<file path="src/mmcs_pkg.sv">
// Shared widths, request and register codes and a status type for the min/max contrast stretch unit.
package mmcs_pkg;

    localparam int SAMPLE_BITS = 16;
    localparam int TGT_BITS    = 8;
    localparam int DELTA_BITS  = TGT_BITS;
    localparam int PROD_BITS   = SAMPLE_BITS + DELTA_BITS;
    localparam int DIFF_BITS   = SAMPLE_BITS + 1;
    localparam int ACC_BITS    = PROD_BITS + 2;
    localparam int MUL_STEPS   = DELTA_BITS;
    localparam int DIV_STEPS   = PROD_BITS;
    localparam int MCNT_BITS   = $clog2(MUL_STEPS + 1);
    localparam int DCNT_BITS   = $clog2(DIV_STEPS + 1);
    localparam int TUSER_BITS  = 2;
    localparam int CFG_IDX_BITS = 1;

    localparam logic [CFG_IDX_BITS-1:0] REG_TARGET_LOW  = 1'd0;
    localparam logic [CFG_IDX_BITS-1:0] REG_TARGET_HIGH = 1'd1;

    localparam logic REQ_SCAN = 1'b0;
    localparam logic REQ_MAP  = 1'b1;

    localparam logic [TGT_BITS-1:0]    TGT_MAX     = '1;
    localparam logic [SAMPLE_BITS-1:0] MIN_RESET   = '1;
    localparam logic [SAMPLE_BITS-1:0] MAX_RESET   = '0;

    // Status of a serial arithmetic unit.
    typedef struct packed {
        logic busy;
        logic done;
    } t_unit_stat;

endpackage

</file>
<file path="src/mmcs_mul.sv">
// Bit-serial shift-and-add multiplier: one multiplier bit per cycle.
module mmcs_mul (
    input  logic                             i_clk,
    input  logic                             i_rst_n,
    input  logic                             i_start,
    input  logic [mmcs_pkg::SAMPLE_BITS-1:0] i_a,
    input  logic [mmcs_pkg::DELTA_BITS-1:0]  i_b,
    output mmcs_pkg::t_unit_stat             o_stat,
    output logic [mmcs_pkg::PROD_BITS-1:0]   o_prod
);

    logic [mmcs_pkg::PROD_BITS-1:0]  r_acc,  n_acc;
    logic [mmcs_pkg::PROD_BITS-1:0]  r_a,    n_a;
    logic [mmcs_pkg::DELTA_BITS-1:0] r_b,    n_b;
    logic [mmcs_pkg::MCNT_BITS-1:0]  r_cnt,  n_cnt;
    logic                            r_busy, n_busy;
    logic                            r_done, n_done;

    always_comb begin
        n_acc  = r_acc;
        n_a    = r_a;
        n_b    = r_b;
        n_cnt  = r_cnt;
        n_busy = r_busy;
        n_done = 1'b0;
        if (i_start) begin
            n_acc  = '0;
            n_a    = mmcs_pkg::PROD_BITS'(i_a);
            n_b    = i_b;
            n_cnt  = mmcs_pkg::MCNT_BITS'(mmcs_pkg::MUL_STEPS);
            n_busy = 1'b1;
        end else if (r_busy) begin
            if (r_b[0]) begin
                n_acc = r_acc + r_a;
            end
            n_a   = {r_a[mmcs_pkg::PROD_BITS-2:0], 1'b0};
            n_b   = {1'b0, r_b[mmcs_pkg::DELTA_BITS-1:1]};
            n_cnt = r_cnt - 1'b1;
            if (r_cnt == mmcs_pkg::MCNT_BITS'(1)) begin
                n_busy = 1'b0;
                n_done = 1'b1;
            end
        end
    end

    always_ff @(posedge i_clk) begin
        if (!i_rst_n) begin
            r_busy <= 1'b0;
            r_done <= 1'b0;
            r_cnt  <= '0;
        end else begin
            r_busy <= n_busy;
            r_done <= n_done;
            r_cnt  <= n_cnt;
        end
        r_acc <= n_acc;
        r_a   <= n_a;
        r_b   <= n_b;
    end

    assign o_stat.busy = r_busy;
    assign o_stat.done = r_done;
    assign o_prod      = r_acc;

endmodule

</file>
<file path="src/mmcs_div.sv">
// Restoring divider: one quotient bit per cycle, flags a non-zero remainder.
module mmcs_div (
    input  logic                             i_clk,
    input  logic                             i_rst_n,
    input  logic                             i_start,
    input  logic [mmcs_pkg::PROD_BITS-1:0]   i_num,
    input  logic [mmcs_pkg::SAMPLE_BITS-1:0] i_den,
    output mmcs_pkg::t_unit_stat             o_stat,
    output logic [mmcs_pkg::PROD_BITS-1:0]   o_quo,
    output logic                             o_rem_nz
);

    logic [mmcs_pkg::PROD_BITS-1:0]   r_quo, n_quo;
    logic [mmcs_pkg::SAMPLE_BITS-1:0] r_rem, n_rem;
    logic [mmcs_pkg::SAMPLE_BITS-1:0] r_den, n_den;
    logic [mmcs_pkg::DCNT_BITS-1:0]   r_cnt, n_cnt;
    logic                             r_busy, n_busy;
    logic                             r_done, n_done;
    logic [mmcs_pkg::SAMPLE_BITS:0]   w_trial;
    logic [mmcs_pkg::SAMPLE_BITS:0]   w_diff;

    // Shift the next dividend bit into the partial remainder and try the subtract.
    assign w_trial = {r_rem, r_quo[mmcs_pkg::PROD_BITS-1]};
    assign w_diff  = w_trial - {1'b0, r_den};

    always_comb begin
        n_quo  = r_quo;
        n_rem  = r_rem;
        n_den  = r_den;
        n_cnt  = r_cnt;
        n_busy = r_busy;
        n_done = 1'b0;
        if (i_start) begin
            n_quo  = i_num;
            n_rem  = '0;
            n_den  = i_den;
            n_cnt  = mmcs_pkg::DCNT_BITS'(mmcs_pkg::DIV_STEPS);
            n_busy = 1'b1;
        end else if (r_busy) begin
            if (!w_diff[mmcs_pkg::SAMPLE_BITS]) begin
                n_rem = w_diff[mmcs_pkg::SAMPLE_BITS-1:0];
                n_quo = {r_quo[mmcs_pkg::PROD_BITS-2:0], 1'b1};
            end else begin
                n_rem = w_trial[mmcs_pkg::SAMPLE_BITS-1:0];
                n_quo = {r_quo[mmcs_pkg::PROD_BITS-2:0], 1'b0};
            end
            n_cnt = r_cnt - 1'b1;
            if (r_cnt == mmcs_pkg::DCNT_BITS'(1)) begin
                n_busy = 1'b0;
                n_done = 1'b1;
            end
        end
    end

    always_ff @(posedge i_clk) begin
        if (!i_rst_n) begin
            r_busy <= 1'b0;
            r_done <= 1'b0;
            r_cnt  <= '0;
        end else begin
            r_busy <= n_busy;
            r_done <= n_done;
            r_cnt  <= n_cnt;
        end
        r_quo <= n_quo;
        r_rem <= n_rem;
        r_den <= n_den;
    end

    assign o_stat.busy = r_busy;
    assign o_stat.done = r_done;
    assign o_quo       = r_quo;
    assign o_rem_nz    = (r_rem != '0);

endmodule

</file>
<file path="src/min_max_contrast_stretch_unit.sv">
// Top level: frame statistics, request sequencing, stretch arithmetic and output register.
//
//  Port group  Dir  tdata          tuser                          tlast
//  s_axis      in   sample[15:0]   req_type[0], frame_start[1]    frame_end
//  m_axis      out  mapped_value   -                              out_last
//  i_cfg_*     in   write enable, index (0 target_low, 1 target_high), 8-bit data
//
// A scan request updates the statistics directly. A map request runs through the serial
// multiplier, then the one-bit-per-cycle divider, then the output state; map requests
// with equal targets or equal min and max skip the arithmetic.
// Synchronous active-low reset sets min to all ones, max to zero and the targets
// to 0 and 255. A result waits in the output register; a new request is taken
// meanwhile, and a finished map waits only while that register is still full.
module min_max_contrast_stretch_unit (
    input  logic                              i_clk,
    input  logic                              i_rst_n,
    input  logic                              s_axis_tvalid,
    output logic                              s_axis_tready,
    input  logic [mmcs_pkg::SAMPLE_BITS-1:0]  s_axis_tdata,   // sample
    input  logic [mmcs_pkg::TUSER_BITS-1:0]   s_axis_tuser,   // req_type, frame_start
    input  logic                              s_axis_tlast,   // frame_end
    output logic                              m_axis_tvalid,
    input  logic                              m_axis_tready,
    output logic [mmcs_pkg::SAMPLE_BITS-1:0]  m_axis_tdata,   // mapped_value
    output logic                              m_axis_tlast,   // out_last
    input  logic                              i_cfg_wr_en,
    input  logic [mmcs_pkg::CFG_IDX_BITS-1:0] i_cfg_idx,
    input  logic [mmcs_pkg::TGT_BITS-1:0]     i_cfg_data
);

    localparam logic [1:0] ST_IDLE = 2'd0;
    localparam logic [1:0] ST_MUL  = 2'd1;
    localparam logic [1:0] ST_DIV  = 2'd2;
    localparam logic [1:0] ST_OUT  = 2'd3;

    localparam int SB = mmcs_pkg::SAMPLE_BITS;
    localparam int DB = mmcs_pkg::DIFF_BITS;
    localparam int AB = mmcs_pkg::ACC_BITS;

    logic [1:0]                      r_state, n_state;
    logic [SB-1:0]                   r_min, n_min;
    logic [SB-1:0]                   r_max, n_max;
    logic [mmcs_pkg::TGT_BITS-1:0]   r_tgt_lo, r_tgt_hi;
    logic [SB-1:0]                   r_res, n_res;
    logic                            r_last, n_last;
    logic                            r_neg, n_neg;
    logic [SB-1:0]                   r_den_mag, n_den_mag;
    logic                            r_out_vld, n_out_vld;
    logic [SB-1:0]                   r_out_data, n_out_data;
    logic                            r_out_last, n_out_last;

    logic                            w_in_acc;
    logic                            w_req;
    logic                            w_fstart;
    logic [SB-1:0]                   w_base_min, w_base_max;
    logic signed [DB-1:0]            w_diff, w_den;
    logic signed [mmcs_pkg::DELTA_BITS:0] w_delta;
    logic [SB-1:0]                   w_diff_mag;
    logic [mmcs_pkg::DELTA_BITS-1:0] w_delta_mag;
    logic [DB-1:0]                   w_den_abs;
    logic [DB-1:0]                   w_diff_abs;
    logic [mmcs_pkg::DELTA_BITS:0]   w_delta_abs;
    logic                            w_mul_start, w_div_start;
    mmcs_pkg::t_unit_stat            w_mul_stat, w_div_stat;
    logic [mmcs_pkg::PROD_BITS-1:0]  w_prod, w_quo;
    logic                            w_rem_nz;
    logic signed [AB-1:0]            w_q_signed, w_val;
    logic [SB-1:0]                   w_clamped;
    logic                            w_out_free;

    assign w_req      = s_axis_tuser[0];
    assign w_fstart   = s_axis_tuser[1];
    assign w_in_acc   = s_axis_tvalid && s_axis_tready;
    assign s_axis_tready = (r_state == ST_IDLE);
    assign w_out_free = !r_out_vld || m_axis_tready;

    // Signed differences of sample, statistics and targets, split into sign and magnitude.
    assign w_diff  = signed'({1'b0, s_axis_tdata}) - signed'({1'b0, r_min});
    assign w_den   = signed'({1'b0, r_max}) - signed'({1'b0, r_min});
    assign w_delta = signed'({1'b0, r_tgt_hi}) - signed'({1'b0, r_tgt_lo});
    assign w_diff_abs  = w_diff[DB-1]  ? DB'(-w_diff)  : DB'(w_diff);
    assign w_den_abs   = w_den[DB-1]   ? DB'(-w_den)   : DB'(w_den);
    assign w_delta_abs = w_delta[mmcs_pkg::DELTA_BITS] ? (mmcs_pkg::DELTA_BITS+1)'(-w_delta)
                                                       : (mmcs_pkg::DELTA_BITS+1)'(w_delta);
    assign w_diff_mag  = w_diff_abs[SB-1:0];
    assign w_delta_mag = w_delta_abs[mmcs_pkg::DELTA_BITS-1:0];

    assign w_base_min = w_fstart ? mmcs_pkg::MIN_RESET : r_min;
    assign w_base_max = w_fstart ? mmcs_pkg::MAX_RESET : r_max;

    assign w_mul_start = w_in_acc && (w_req == mmcs_pkg::REQ_MAP)
                         && (r_tgt_lo != r_tgt_hi) && (w_den != '0);
    assign w_div_start = (r_state == ST_MUL) && w_mul_stat.done;

    mmcs_mul u_mul (
        .i_clk   (i_clk),
        .i_rst_n (i_rst_n),
        .i_start (w_mul_start),
        .i_a     (w_diff_mag),
        .i_b     (w_delta_mag),
        .o_stat  (w_mul_stat),
        .o_prod  (w_prod)
    );

    mmcs_div u_div (
        .i_clk    (i_clk),
        .i_rst_n  (i_rst_n),
        .i_start  (w_div_start),
        .i_num    (w_prod),
        .i_den    (r_den_mag),
        .o_stat   (w_div_stat),
        .o_quo    (w_quo),
        .o_rem_nz (w_rem_nz)
    );

    // Floor division: a negative quotient with a remainder rounds one further down.
    assign w_q_signed = r_neg ? -signed'(AB'(w_quo)) - signed'(AB'(w_rem_nz))
                              : signed'(AB'(w_quo));
    assign w_val      = w_q_signed + signed'(AB'(r_tgt_lo));
    always_comb begin
        if (w_val < 0) begin
            w_clamped = '0;
        end else if (w_val > signed'(AB'(mmcs_pkg::TGT_MAX))) begin
            w_clamped = SB'(mmcs_pkg::TGT_MAX);
        end else begin
            w_clamped = w_val[SB-1:0];
        end
    end

    always_comb begin
        n_state    = r_state;
        n_min      = r_min;
        n_max      = r_max;
        n_res      = r_res;
        n_last     = r_last;
        n_neg      = r_neg;
        n_den_mag  = r_den_mag;
        n_out_vld  = r_out_vld;
        n_out_data = r_out_data;
        n_out_last = r_out_last;
        if (r_out_vld && m_axis_tready) begin
            n_out_vld = 1'b0;
        end
        case (r_state)
            ST_IDLE: begin
                if (w_in_acc) begin
                    if (w_req == mmcs_pkg::REQ_SCAN) begin
                        n_min = (s_axis_tdata < w_base_min) ? s_axis_tdata : w_base_min;
                        n_max = (s_axis_tdata > w_base_max) ? s_axis_tdata : w_base_max;
                    end else begin
                        n_last    = s_axis_tlast;
                        n_neg     = w_diff[DB-1] ^ w_den[DB-1] ^ w_delta[mmcs_pkg::DELTA_BITS];
                        n_den_mag = w_den_abs[SB-1:0];
                        if (r_tgt_lo == r_tgt_hi) begin
                            n_res   = s_axis_tdata;
                            n_state = ST_OUT;
                        end else if (w_den == '0) begin
                            n_res   = SB'(r_tgt_lo);
                            n_state = ST_OUT;
                        end else begin
                            n_state = ST_MUL;
                        end
                    end
                end
            end
            ST_MUL: begin
                if (w_mul_stat.done) begin
                    n_state = ST_DIV;
                end
            end
            ST_DIV: begin
                if (w_div_stat.done) begin
                    n_res   = w_clamped;
                    n_state = ST_OUT;
                end
            end
            ST_OUT: begin
                if (w_out_free) begin
                    n_out_vld  = 1'b1;
                    n_out_data = r_res;
                    n_out_last = r_last;
                    n_state    = ST_IDLE;
                end
            end
            default: begin
                n_state = ST_IDLE;
            end
        endcase
    end

    always_ff @(posedge i_clk) begin
        if (!i_rst_n) begin
            r_state   <= ST_IDLE;
            r_min     <= mmcs_pkg::MIN_RESET;
            r_max     <= mmcs_pkg::MAX_RESET;
            r_tgt_lo  <= '0;
            r_tgt_hi  <= mmcs_pkg::TGT_MAX;
            r_out_vld <= 1'b0;
        end else begin
            r_state   <= n_state;
            r_min     <= n_min;
            r_max     <= n_max;
            r_out_vld <= n_out_vld;
            if (i_cfg_wr_en && i_cfg_idx == mmcs_pkg::REG_TARGET_LOW) begin
                r_tgt_lo <= i_cfg_data;
            end
            if (i_cfg_wr_en && i_cfg_idx == mmcs_pkg::REG_TARGET_HIGH) begin
                r_tgt_hi <= i_cfg_data;
            end
        end
        r_res      <= n_res;
        r_last     <= n_last;
        r_neg      <= n_neg;
        r_den_mag  <= n_den_mag;
        r_out_data <= n_out_data;
        r_out_last <= n_out_last;
    end

    assign m_axis_tvalid = r_out_vld;
    assign m_axis_tdata  = r_out_data;
    assign m_axis_tlast  = r_out_last;

    // The multiplier only finishes while the sequencer waits for it.
    a_mul_done_in_mul: assert property (@(posedge i_clk) disable iff (!i_rst_n)
        w_mul_stat.done |-> (r_state == ST_MUL))
        else $error("multiplier finished outside the multiply state");

    // The divider only finishes while the sequencer waits for it.
    a_div_done_in_div: assert property (@(posedge i_clk) disable iff (!i_rst_n)
        w_div_stat.done |-> (r_state == ST_DIV))
        else $error("divider finished outside the divide state");

    // The two arithmetic units never run at the same time.
    a_units_exclusive: assert property (@(posedge i_clk) disable iff (!i_rst_n)
        !(w_mul_stat.busy && w_div_stat.busy))
        else $error("multiplier and divider busy together");

    // A new result only appears as the output stage hands over.
    a_out_from_out: assert property (@(posedge i_clk) disable iff (!i_rst_n)
        $rose(r_out_vld) |-> $past(r_state == ST_OUT))
        else $error("result appeared without the output state");

    // After a scan request the statistics bracket that sample.
    a_scan_bounds: assert property (@(posedge i_clk) disable iff (!i_rst_n)
        (w_in_acc && w_req == mmcs_pkg::REQ_SCAN)
        |=> (r_min <= $past(s_axis_tdata)) && (r_max >= $past(s_axis_tdata)))
        else $error("statistics do not bracket the scanned sample");

endmodule
</file>
<file path="config.mk">
export PLATFORM = sky130hd
export DESIGN_NAME = min_max_contrast_stretch_unit
export DESIGN_NICKNAME = d
export VERILOG_FILES = /design/src/mmcs_pkg.sv /design/src/mmcs_mul.sv /design/src/mmcs_div.sv /design/src/min_max_contrast_stretch_unit.sv
export SDC_FILE = /design/constraint.sdc
export NUM_CORES = 1
export LEC_CHECK = 0
export BUFFER_PORTS_ARGS = -buffer_cell sky130_fd_sc_hd__buf_2
export CAP_MARGIN = 20
export CORE_MARGIN = 3
export CORE_UTILIZATION = 25
export CTS_BUF_LIST = sky130_fd_sc_hd__clkbuf_8
export CTS_CLUSTER_SIZE = 40
export DETAILED_ROUTE_END_ITERATION = 16
export GPL_TIMING_DRIVEN = 0
export PLACE_DENSITY = 0.37
export RECOVER_POWER = 25
export SLEW_MARGIN = 15
export SYNTH_ARGS = -nofsm -noshare
export SYNTH_HDL_FRONTEND = slang
export SYNTH_SLANG_ARGS = --single-unit
export TNS_END_PERCENT = 1
</file>
<file path="constraint.sdc">
create_clock -name i_clk -period 5.8 [get_ports i_clk]
set_input_delay 0 -clock i_clk [delete_from_list [all_inputs] [get_ports i_clk]]
set_output_delay 0 -clock i_clk [all_outputs]
set_load 0.02 [all_outputs]
</file>
==> flow_summary.ini <==
[outcome]
status = finished clean

[place]
hpwl_um = 39770
gp_congestion = 0.8027
port_buffers = 50
place_area_um2 = 17700

[layout]
num-nets-final = 2206
num-fill-cells = 6844
final_common_cell = nand2_1
drive_above_1_share = 0.09712
final_cell_area_um2 = 19420
final_cell_mix = nand2_1, nor2_1, ha_1, inv_1, a21oi_1
syn_to_final_growth_pct = 19.09

[detailed_routing]
vias = 13795
post_drt_wl_per_cell_um = 17.49
wirelength_um = 50660
vias_per_cell = 4.763
drt_iter0_drc = 800
drc_errors = 0
first_pass_iters = 5
ant_nets = 0

[power_and_ir_drop]
ir_worst_vdd_mv = 0.1621
power.leakage_nw = 7.886
cellPowerDensity_nw_per_um2 = 333.3

[timing]
hold_slack_ns = 0.1027
tightest_slew_ns = 0.9540
max-slew-margin-rel = 0.3640
drv_slew = 0
skew_ns = 0.05935
finalHoldViolCount = 0
setup_viol = 0
timing.final.crit_share = 0.9656
fmaxAchievable_ghz = 0.1786
final.min_clock_period_ns = 5.601

[setup_path]
r2r_setup_slack_ns = 0.20
crit_path_end = r_res[2]
r2r_start = u_div.r_rem[14]
crit_path_end_kind = flip-flop
cp_max_fo = 8
r2r_end = r_res[2]
r2r_cells = 23
crit_type = flip-flop to flip-flop
start_kind = flip-flop
worstPathArrival_ns = 5.95
required_ns = 6.15
cp-startpoint = u_div.r_rem[14]

[logic_synthesis]
synthTopCellsByArea = edfxtp_1, dfxtp_1, ha_1, nand2_1, xnor2_1
synth-seq-cells = 227
synth.distinct_cells = 96
syn-cell-area_um2 = 16310
synth-edff-count = 115
yosysTopAreaCellShare = 0.2118
synth_area_per_cell_um2 = 8.823
ys_warn_count = 0
yosysTopAreaCell = edfxtp_1
ys_async_sr_fraction = 0
synth_flop_cell = edfxtp_1
syn_inst = 1848
syn_nets = 2043
yosysSeqAreaShare = 0.3493

[grt]
grt_busiest_layer = met2
use_met1 = 0.2048
met2_usage = 0.2434
grt_usage = 0.1482
antenna_found_initial = 2
grt_pass1_wl_um = 78840
grt_max_degree = 29
use_met3 = 0.01857
grt_pass1_vias = 13612
grt-ovfl-total = 0

[floorplan]
start_util = 0.2557
die_h_um = 261.4
core_um2 = 63770
fp-row-count = 92
num_io_pins = 52
design.die.area_um2 = 68320
die_x_um = 261.4

[clocking]
clk_latency_ns = 0.64
clk_pin_slew_worst_paths_ns = 0.06
clock-sinks = 227
cts_buffers = 46
root_buffer = clkbuf_8
cts.htree.levels = 2
tritoncts = built
clock_path_buffers = 3

[run]
maxCapViolCount = 0

[worst_hold_path]
min_path_type = input pin to flip-flop
hold_depth = 2
-- per-stage QoR --
| stage | setup TNS [ns] | cells | power [mW] | utilization | setup WS [ns] |
|---|---|---|---|---|---|
| 2_1_floorplan | 0 | 1848 | 3.906 | - | 0.6968 |
| 3_3_place_gp | -20.27 | 2744 | 4.545 | 0.2762 | -1.648 |
| 3_5_place_dp | -12.55 | 2748 | 4.581 | 0.2776 | -1.618 |
| 4_1_cts | 0 | 2889 | 6.555 | 0.3029 | 0.002995 |
| 5_1_grt | -0.1203 | 2896 | 6.965 | 0.3045 | -0.03824 |
| 6_report | 0 | 2896 | 6.473 | 0.3045 | 0.1995 |
-- power by group --
group,leakage [nW],switching [mW],internal (mW),total (mW)
Combinational,5.37,1.38,0.946,2.32
Clock,0.561,0.799,1.08,1.87
Sequential,1.96,0.242,2.03,2.27
-- worst min-delay path by stage --
stage | startpoint | slack (ns) | to
6_report | s_axis_tlast | 0.10 | r_last
3_5_place_dp | s_axis_tlast | 0.19 | r_last
5_1_grt | s_axis_tlast | 0.07 | r_last
2_1_floorplan | s_axis_tlast | 0.1 | r_last
3_3_place_gp | s_axis_tlast | 0.18 | r_last
4_1_cts | s_axis_tlast | 0.05 | r_last
-- cells in the mapped netlist (48+ instances only) --
library cell and count:
ha_1 156, inv_1 129, xnor2_1 73, nor2_1 170
dfxtp_1 112, o21ai_0 102, edfxtp_1 115, nor2b_1 48
nor3_1 52, nand2_1 171, mux2i_1 52, a21oi_1 123
-- worst max-delay path, cell delays in order (launching register included) --
cell and delay, ns:
dfxtp_2 0.36, nor4_4 0.31, and4_4 0.31, ha_1 0.15
ha_1 0.18, inv_1 0.05, ha_1 0.23, o21bai_4 0.20
a21oi_1 0.11, xnor2_1 0.14, nand2_1 0.08, o21ai_2 0.08
ha_1 0.31, o21a_1 0.12, a21o_1 0.17, a21o_1 0.18
a21o_4 0.16, nand4_1 0.24, nor3_4 0.31, a21oi_1 0.10
or4_4 0.50, a2111oi_4 0.63, a21o_4 0.27, o221ai_1 0.15
-- registers in the layout, indices dropped and copies added, names as in the netlist, 8 cells and up --
register / cells
u_div.r_den: 16
r_tgt_hi: 8
r_min: 16
u_mul.r_a: 24
u_div.r_rem: 16
u_mul.r_b: 8
u_mul.o_prod: 24
m_axis_tdata: 16
r_res: 16
r_tgt_lo: 8
r_den_mag: 16
u_div.o_quo: 24
r_max: 16
-- what timing repair did --
item / 4_1_cts / 5_1_grt
hold buffers: 47 / 0
endpoints found under the setup margin: 8 / 8
setup buffers: 10 / 5
resized for setup: 18 / 24
hold endpoints to repair: 74 / 0
pin swaps: 8 / 15
-- cell type report --
cell class	count	area, µm²	area share
flip-flops and latches	227	5703	0.2937
inverters	132	495.5	0.02552
clock inverters	36	330.3	0.01701
well taps	846	1059	0.05451
clock buffers	50	688.2	0.03544
repair buffers	117	855.8	0.04407
plain buffers	60	297.8	0.01534
multi-input cells	1427	9987	0.5143
diodes	1	2.502	0.0001289
-- routing by layer --
| metal | wire length [µm] | share of wire |
|---|---|---|
| met3 | 1314 | 0.026 |
| met2 | 23110 | 0.46 |
| met1 | 25220 | 0.50 |
| met5 | 0 | 0 |
| met4 | 1015 | 0.020 |
-- kinds of logic after synthesis --
family / share of synthesized area
AND/OR/NAND/NOR: 0.1824
AO/OA/AOI/OAI: 0.1948
flip-flops: 0.3493
buffers and inverters: 0.04765
adder cells (fa/ha/maj): 0.1271
XOR/XNOR: 0.06338
multiplexers: 0.03537
No activity file was read; power rests on OpenSTA's default activity.
